===== src/rtl/core/mbi_pkg.sv =====
// Shared types and constants for the map bilinear interpolator.
// Used by mbi_front, mbi_back, the top level and the testbench; depends on nothing.
package mbi_pkg;

    // Request kinds carried in the slave-side tuser field.
    typedef enum logic [1:0] {
        REQ_XPOINT = 2'd0,
        REQ_YPOINT = 2'd1,
        REQ_CELL   = 2'd2,
        REQ_QUERY  = 2'd3
    } t_req;

    // Configuration register indexes (byte address is 4 times the index).
    typedef enum logic [1:0] {
        REG_X_POINTS    = 2'd0,
        REG_Y_POINTS    = 2'd1,
        REG_DATA_GAIN   = 2'd2,
        REG_DATA_OFFSET = 2'd3
    } t_reg;

    localparam logic [4:0]  RST_POINTS = 5'd16;
    localparam logic [31:0] RST_GAIN   = 32'd65536;
    localparam logic [31:0] RST_OFFSET = 32'd0;

    localparam int FRAC_W    = 17;  // fraction 0..65536
    localparam int DIV_STEPS = 17;  // one quotient bit per step
    localparam int VAL_W     = 48;

    localparam logic signed [VAL_W-1:0] VAL_MAX = {1'b0, {(VAL_W-1){1'b1}}};
    localparam logic signed [VAL_W-1:0] VAL_MIN = {1'b1, {(VAL_W-1){1'b0}}};

    typedef struct packed {
        t_req               kind;
        logic [7:0]         index;
        logic signed [15:0] write_value;
        logic signed [15:0] x_query;
        logic signed [15:0] y_query;
    } t_item;

    // Head of the queue between front and back.
    typedef struct packed {
        logic  valid;
        t_item item;
    } t_head;

    typedef struct packed {
        logic                    valid_res;
        logic signed [VAL_W-1:0] value;
        logic [3:0]              x_index;
        logic [3:0]              y_index;
        logic signed [15:0]      x_echo;
        logic signed [15:0]      y_echo;
    } t_result;

    typedef enum logic [3:0] {
        S_IDLE, S_FIRST, S_LAST, S_SCAN, S_DIV, S_CADDR, S_C1, S_C2,
        S_C3, S_C4, S_M1, S_M2, S_M3, S_M4, S_M5, S_OUT
    } t_state;

endpackage


===== src/rtl/core/mbi_front.sv =====
// Front end: accepts words, drops out-of-range writes, queues the rest.
// Depends on mbi_pkg.
module mbi_front import mbi_pkg::*; #(
    parameter int MAX_X_POINTS = 16,
    parameter int MAX_Y_POINTS = 16
) (
    input  logic               i_clk,
    input  logic               i_rst_n,
    input  logic               i_valid,
    output logic               o_ready,
    input  logic [1:0]         i_req,
    input  logic [7:0]         i_index,
    input  logic signed [15:0] i_wval,
    input  logic signed [15:0] i_xq,
    input  logic signed [15:0] i_yq,
    output t_head              o_head,
    input  logic               i_pop
);

    t_item      r_mem [2];
    logic       r_wp, r_rp;
    logic [1:0] r_cnt;
    logic       keep, push;
    t_item      item;

    assign item = '{kind: t_req'(i_req), index: i_index, write_value: i_wval,
                    x_query: i_xq, y_query: i_yq};

    always_comb begin
        unique case (t_req'(i_req))
            REQ_XPOINT: keep = int'(i_index) < MAX_X_POINTS;
            REQ_YPOINT: keep = int'(i_index) < MAX_Y_POINTS;
            REQ_CELL:   keep = int'(i_index) < MAX_X_POINTS * MAX_Y_POINTS;
            default:    keep = 1'b1;
        endcase
    end

    assign o_ready = (r_cnt != 2'd2);
    assign push    = i_valid && o_ready && keep;

    always_ff @(posedge i_clk) begin
        if (!i_rst_n) begin
            r_wp  <= 1'b0;
            r_rp  <= 1'b0;
            r_cnt <= 2'd0;
        end else begin
            if (push) begin
                r_wp <= ~r_wp;
            end
            if (i_pop) begin
                r_rp <= ~r_rp;
            end
            r_cnt <= r_cnt + {1'b0, push} - {1'b0, i_pop};
        end
    end

    always_ff @(posedge i_clk) begin
        if (push) begin
            r_mem[r_wp] <= item;
        end
    end

    assign o_head.valid = (r_cnt != 2'd0);
    assign o_head.item  = r_mem[r_rp];

endmodule


===== config.mk =====
export PLATFORM = sky130hd
export DESIGN_NAME = mbi_front
export DESIGN_NICKNAME = d
export VERILOG_FILES = /design/src/rtl/core/mbi_pkg.sv /design/src/rtl/core/mbi_front.sv
export SDC_FILE = /design/constraint.sdc
export NUM_CORES = 1
export LEC_CHECK = 0
export BUFFER_PORTS_ARGS = -buffer_cell sky130_fd_sc_hd__buf_2
export CAP_MARGIN = 0
export CELL_PAD_IN_SITES_DETAIL_PLACEMENT = 0
export CELL_PAD_IN_SITES_GLOBAL_PLACEMENT = 1
export CORE_UTILIZATION = 39
export DETAILED_ROUTE_END_ITERATION = 10
export GPL_TIMING_DRIVEN = 0
export MAX_ROUTING_LAYER = met4
export PLACE_DENSITY = 0.75
export SLEW_MARGIN = 5
export SYNTH_ARGS = -nofsm -noshare
export SYNTH_HDL_FRONTEND = slang
export SYNTH_SLANG_ARGS = --single-unit

===== constraint.sdc =====
create_clock -name i_clk -period 3.34 [get_ports i_clk]
set_input_delay 0 -clock i_clk [delete_from_list [all_inputs] [get_ports i_clk]]
set_output_delay 0 -clock i_clk [all_outputs]
set_load 0.01 [all_outputs]

==> out/qor.yml, run 1 <==
outcome:
  status: "complete, no violations"
global_routing:
  grt_max_degree: 31
  top_usage_layer: "met2"
  grt_pass1_vias: 2704
  grt_use_met2: 0.254
  antenna_found_initial: 0
  grt_pass1_wl_mm: 12.7
  gr-usage-met1: 0.161
  use_met3: 0.0593
  track_usage: 0.151
  overflow: 0
sta:
  fmax_mhz: 468
  clock_skew_ps: 6.97
  final_max_slew_viol_count: 0
  max-slew-margin-rel: 0.408
  fin_crit_sh: 0.639
  hold_slack_ps: 319
  tightest_slew_ps: 886
  setup_viol: 0
  tns_ps: 0
  postLayoutSetupSlackWorst_ps: 1200
  period_minus_slack_ps: 2140
  hold_viol_final: 0
  rsz0062_at_grt: "false"
flow_run:
  maxCapViolations: 0
floorplan:
  start_util: 0.409
  die-area_um2: 12000
  die_x_um: 110
  core_region_area_um2: 11000
  num_io_pins: 122
  die_h_um: 110
  row_count: 38
synth:
  syn_inst: 205
  ys_seq_area_frac: 0.795
  syn_avg_cell_area_um2: 22.0
  syn-num-nets: 269
  yosys_warnings: 0
  syn_area_um2: 4510
  synth-seq-cells: 121
  synth.distinct_cells: 18
worst_hold_path:
  hold_path.class: "input port to register"
critical_path:
  crit_path_max_fanout: 30
  criticalPathCategory: "input port to register"
  cp.required_ps: 3430
  r2r_slack_ps: 1310
  startpoint_type: "input port"
  end_kind: "register"
  crit_arrival_ps: 2220
placed_design:
  hpwl_mm: 4.98
  placed_cells: 468
  portBuffers: 121
  post-place-ws_ps: 1240
  dpl_cell_area_um2: 5340
  gp_congestion: 0.640
clocking:
  cts-root-buf: "clkbuf_16"
  insertion_delay_ps: 390
  cts_tree: "built"
  path_clk_slew_ps: 60
  cts.sinks: 121
  max-clock-path-buffers: 2
  htreeDepth: 4
  numCtsBuffers: 17
detailed_routing:
  viasPerCell: 4.48
  num_vias: 2516
  routedWlPerCell_um: 14.4
  drt-initial-drc-count: 97
  postRouteAntennaNets: 0
  drc: 0
  drtPass1Iterations: 4
  drt-total-wl_mm: 8.08
final_layout:
  fin_cells: 561
  diodes: 0
  final_area_um2: 6530
  finish.utilization: 0.592
  areaGrowthSynthToFinish_pct: 44.9
  fin_nets: 472
  drive_above_1_share: 0.527
  n_fill_cell: 874
power_and_ir_drop:
  p_leak_nw: 2.50
  fin_total_pwr_mw: 4.05
  power_density_nw_per_um2: 621
  peakVddDrop_uv: 398
## Yosys cell counts (all sizes together)
library cell    n  area (um2)
edfxtp        116        3480
mux2           58         728
buf             6        48.8
dfxtp           5         100
and2            4        25.0
ha              2        25.0
inv             2        7.51
nand2           2        7.51
nor2            2        7.51
xnor2           2        17.5
mux2i           1        10.0
nand2b          1        6.26
nor4            1        12.5
o211ai          1        12.5
or2             1        6.26
xor2            1        8.76
## layout by cell type, fill, tap and decap left out, types with 3 or more instances in the layout
master and n:
mux2_2 38, clkbuf_16 17, buf_2 124, edfxtp_1 116, dfxtp_1 5, inv_6 3
and2_1 4, clkinvlp_4 7, dlygate4sd3_1 61, mux2_4 20, buf_6 3
## power by group
group / total (mW) / internal (mW) / switching, mW
combinational: 0.489 / 0.262 / 0.227
sequential: 1.80 / 1.78 / 0.0262
clock: 1.76 / 1.10 / 0.664
total: 4.05 / 3.13 / 0.918
## cell families after synthesis
logic type | Yosys count | share of synthesized area
DFF | 121 | 0.795
muxes | 59 | 0.164
and+or+nand+nor | 11 | 0.0144
buffers and inverters | 8 | 0.0125
xor gates and xnor gates | 3 | 0.00583
adders and majority gates | 2 | 0.00555
AOI/OAI and AO/OA | 1 | 0.00278
## cell type report
class | instances | area, um2 | area share
inverter | 2 | 7.51 | 0.00115
buffer | 6 | 48.8 | 0.00747
multi-input combinational | 76 | 882 | 0.135
tap | 140 | 175 | 0.0268
sequential | 121 | 3580 | 0.549
timing repair buffer | 184 | 1260 | 0.192
clock buffer | 17 | 425 | 0.0651
clock inverter | 15 | 151 | 0.0232
## layer usage
| metal | vias to the layer above | part of all wire |
|---|---|---|
| met5 | - | 0 |
| met4 | 0 | 0.0043 |
| met3 | 5 | 0.072 |
| met2 | 90 | 0.51 |
| met1 | 1206 | 0.41 |
| li1 | 1215 | - |
## flip-flops by register name, summed over array words and instances, names as in the netlist, named ones only
register	count
r_rp	1
r_cnt	2
r_mem	116
r_wp	1
## worst max-delay path: stages
cell and delay (ps):
dlygate4sd3_1 520, buf_2 140, nor4_2 300, o211ai_2 220
nor2_4 720, buf_12 290
## worst paths after layout
check,startpoint,endpoint,depth (start not counted)
setup / recovery,i_index[7],r_mem[0][22],6
hold / removal,i_wval[11],r_mem[1][43],2
setup reg to reg,r_cnt[0],r_mem[0][22],4
hold reg to reg,r_wp,r_wp,2
## timing repair
item                       in CTS  in global routing
setup endpoints to repair       0                  0
hold endpoints to repair      121                  0
hold buffers                   61                  0
setup buffers                   0                  0
resized for setup               0                  0
Note: power is estimated with default switching activity, not from simulation.
==> run 2: changes to the inputs <==
ABC_AREA = 1   (was not set)
PLACE_DENSITY = 0.76   (was 0.75)
clock period = 1.9 ns   (was 3.34 ns; I/O delays follow)
==> run 2 against run 1 <==
Against the previous run:
- sequential cell count unchanged
- clock skew rose by 3.1 ps
- hold slack got worse by 230 ps
- area after synthesis about the same
- power is 70% higher
- global-route usage rose by 0.20 points
- design area about the same
- die area is essentially flat
- critical path depth is 3 lower
- critical path type is now register to register
- critical endpoint is now r_mem[1][16]
- largest cell class unchanged
==> out/qor.yml, run 2 <==
outcome:
  status: "complete, no violations"
sta:
  hold_viol_final: 0  # unchanged
  fin_crit_sh: 0.905
  setup_viol: 0  # unchanged
  period_minus_slack_ps: 1720
  final_max_slew_viol_count: 0  # unchanged
  tightest_slew_ps: 694  # -192 ps
  max-slew-margin-rel: 0.536  # +0.128
  clock_skew_ps: 10.1  # +3.15 ps
  tns_ps: 0  # unchanged
  fmax_mhz: 582
  rsz0062_at_grt: "false"
global_routing:
  track_usage: 0.153  # +0.00203
  antenna_found_initial: 0  # unchanged
  grt_max_degree: 31  # unchanged
  grt_pass1_wl_mm: 12.7  # about the same
  overflow: 0  # unchanged
  grt_pass1_vias: 2628  # -2.8%
placed_design:
  hpwl_mm: 5.03  # +1.0%
  gp_congestion: 0.663  # +3.6%
  placed_cells: 479  # +2.4%
  portBuffers: 121  # unchanged
  dpl_cell_area_um2: 5330  # -0.26%
synth:
  syn_area_um2: 4510  # about the same
  syn_inst: 217  # +5.9%
  synth.distinct_cells: 14  # -4
  synth-compound-area-share: 0.00277  # about the same
  synth_async_sr_flop_share: 0  # unchanged
  syn_avg_cell_area_um2: 20.8  # -5.5%
  synthTopCellsByCount: "edfxtp_1 (116), mux2_2 (38), mux2_4 (20), nand2_1 (11), nor2_1 (9)"
  synth-edff-count: 116  # unchanged
  yosys-top-cells-area: "edfxtp_1 (77%), mux2_2 (9.5%), mux2_4 (6.7%)"
  synthMuxAreaShare: 0.161  # -0.00231
  synth-seq-cells: 121  # unchanged
  ys_seq_area_frac: 0.795  # about the same
  yosys_warnings: 0  # unchanged
  synthFlopType: "edfxtp_1"
  synth_simple_gate_area_frac: 0.0178  # +0.00332
  synthAdderAreaFrac: 0.00555  # about the same
  yosysMostFrequentCell: "edfxtp_1"
  synth_top_family_by_area: "multiplexers"
  yosysTopAreaCellShare: 0.772  # about the same
  yosys.area_share.xor_xnor: 0.00194  # -0.00389
  syn-num-nets: 281  # +4.5%
  synth_top_area_cell: "edfxtp_1"
clocking:
  max-clock-path-buffers: 2  # unchanged
  htreeDepth: 4  # unchanged
  path_clk_slew_ps: 50  # about the same
  insertion_delay_ps: 400  # about the same
  cts-root-buf: "clkbuf_16"
  cts.sinks: 121  # unchanged
  cts_tree: "built"
  numCtsBuffers: 17  # unchanged
floorplan:
  core_region_area_um2: 11000  # unchanged
  die_h_um: 110  # about the same
  row_count: 38  # unchanged
  die-area_um2: 12000  # about the same
  die_x_um: 110  # about the same
  start_util: 0.409  # about the same
  num_io_pins: 122  # unchanged
power_and_ir_drop:
  switching_share: 0.204  # -0.0224
  power_frac_clock: 0.442  # +0.007
  power_density_nw_per_um2: 1060  # +70%
  p_comb_frac: 0.105  # -0.016
  seqPwrFrac: 0.453  # +0.008
  peakVddDrop_uv: 545  # +37%
  p_int_mw: 5.49  # +75%
  p_leak_nw: 2.55  # +1.8%
  p_switching_mw: 1.41  # +53%
  fin_total_pwr_mw: 6.90  # +70%
critical_path:
  critPathMaxStageDelay_ps: 590  # -130 ps
  criticalPathCategory: "register to register"
  rr_startpoint: "r_cnt[1]"
  critPathSlowestCell: "clkinvlp_4"
  crit_start: "r_cnt[1]"
  startpoint_type: "register"
  cp.required_ps: 1830  # -1600 ps
  crit_path_max_fanout: 29  # -3.3%
  crit_arrival_ps: 1650  # -570 ps
  crit_chain: "a21boi_4 -> nand3_2 -> clkinvlp_4"
  end_kind: "register"
final_layout:
  fin_nets: 485  # +2.8%
  areaGrowthSynthToFinish_pct: 44.9  # about the same
  final_common_cell: "buf_2"
  regMostFlops: "r_mem"
  fin_cells: 572  # +2.0%
  diodes: 0  # unchanged
  final_area_um2: 6530  # about the same
  drive_above_1_share: 0.512  # -0.0157
  layout_common_cells: "buf_2 (124), edfxtp_1 (116), dlygate4sd3_1 (60)"
  finish.utilization: 0.592  # about the same
  reg_top3: "r_mem x116, r_cnt x2"
  largest_reg_flops: 116  # unchanged
detailed_routing:
  viasPerCell: 4.48  # -0.13%
  postRouteAntennaNets: 0  # unchanged
  drc: 0  # unchanged
  routedWlPerCell_um: 14.7  # +2.0%
  drtPass1Iterations: 4  # unchanged
  drt-initial-drc-count: 92  # -5.2%
  drt-total-wl_mm: 8.40  # +4.0%
  num_vias: 2562  # +1.8%
worst_hold_path:
  hp-start: "i_valid"
  hold_path.class: "input port to register"
flow_run:
  maxCapViolations: 0  # unchanged
## run 2: cell types whose count changed after synthesis, moves of 4 or more
cell and delta:
and2_1 -4, inv_1 +4, nand2_1 +9, nor2_1 +7
## run 2: kinds of logic (layout without fill, tap and decap cells)
family / Yosys count / after routing
and+or+nand+nor: 21 / 22
buffers and inverters: 12 / 226
AOI/OAI and AO/OA: 2 / 2
xor gates and xnor gates: 1 / 1
adders and majority gates: 2 / 2
muxes: 58 / 58
DFF: 121 / 121
## run 2: final timing paths
path                                     end  slack [ps]  cells after the start
worst max-delay path            r_mem[1][16]         180                      3
worst min-delay path                    r_wp          90                      4
worst max register to register  r_mem[1][16]         180                      3
worst min register to register          r_rp         510                      2
## run 2: routing by layer
metal | track usage | vias up | part of all wire | wire length [um]
met5 | - | - | 0 | 0
met4 | 0.0610 | 0 | 0.013 | 113
met3 | 0.0504 | 10 | 0.043 | 358
met2 | 0.256 | 78 | 0.53 | 4420
met1 | 0.168 | 1225 | 0.42 | 3510
li1 | - | 1249 | - | -
## run 2: final cells by class
class / count / area, um2
Timing Repair Buffer: 183 / 1230
Buffer: 6 / 48.8
Clock buffer: 20 / 437
Clock inverter: 10 / 129
Fill cell: 863 / 4500
Sequential cell: 121 / 3580
Tap cell: 140 / 175
Timing Repair inverter: 1 / 7.51
Multi-Input combinational cell: 85 / 892
Inverter: 6 / 26.3
## run 2: worst max-delay path, delay by kind of cell (launching register included)
kind                   cells  cell delay [ps]
AND/OR/NAND/NOR            1              150
buffers and inverters      1              590
flip-flops                 1              390
AO/OA/AOI/OAI              1               90
## run 2: power by group through the flow
stage / Sequential, mW / Clock (mW) / Combinational, mW
floorplan: 3.16 / 0 / 0.361
global placement: 3.17 / 0 / 0.597
detailed placement: 3.18 / 0 / 0.619
CTS: 3.13 / 3.11 / 0.726
global route: 3.14 / 3.24 / 0.790
finish: 3.13 / 3.05 / 0.722
## run 2: through the flow
stage                     hold slack, ps  setup slack [ps]
after floorplan                     93.4             -11.6
final                               92.6               181
after global routing                 124              32.0
after detailed placement             191              -517
after global placement               188              -534
after CTS                            112              40.9
## run 2: repair_timing
item,4_1_cts,5_1_grt
hold endpoints to repair,121,0
setup buffers,0,1
setup endpoints to repair,88,36
cloned,2,0
resized for setup,2,2
pin swaps,1,1
hold buffers,60,0
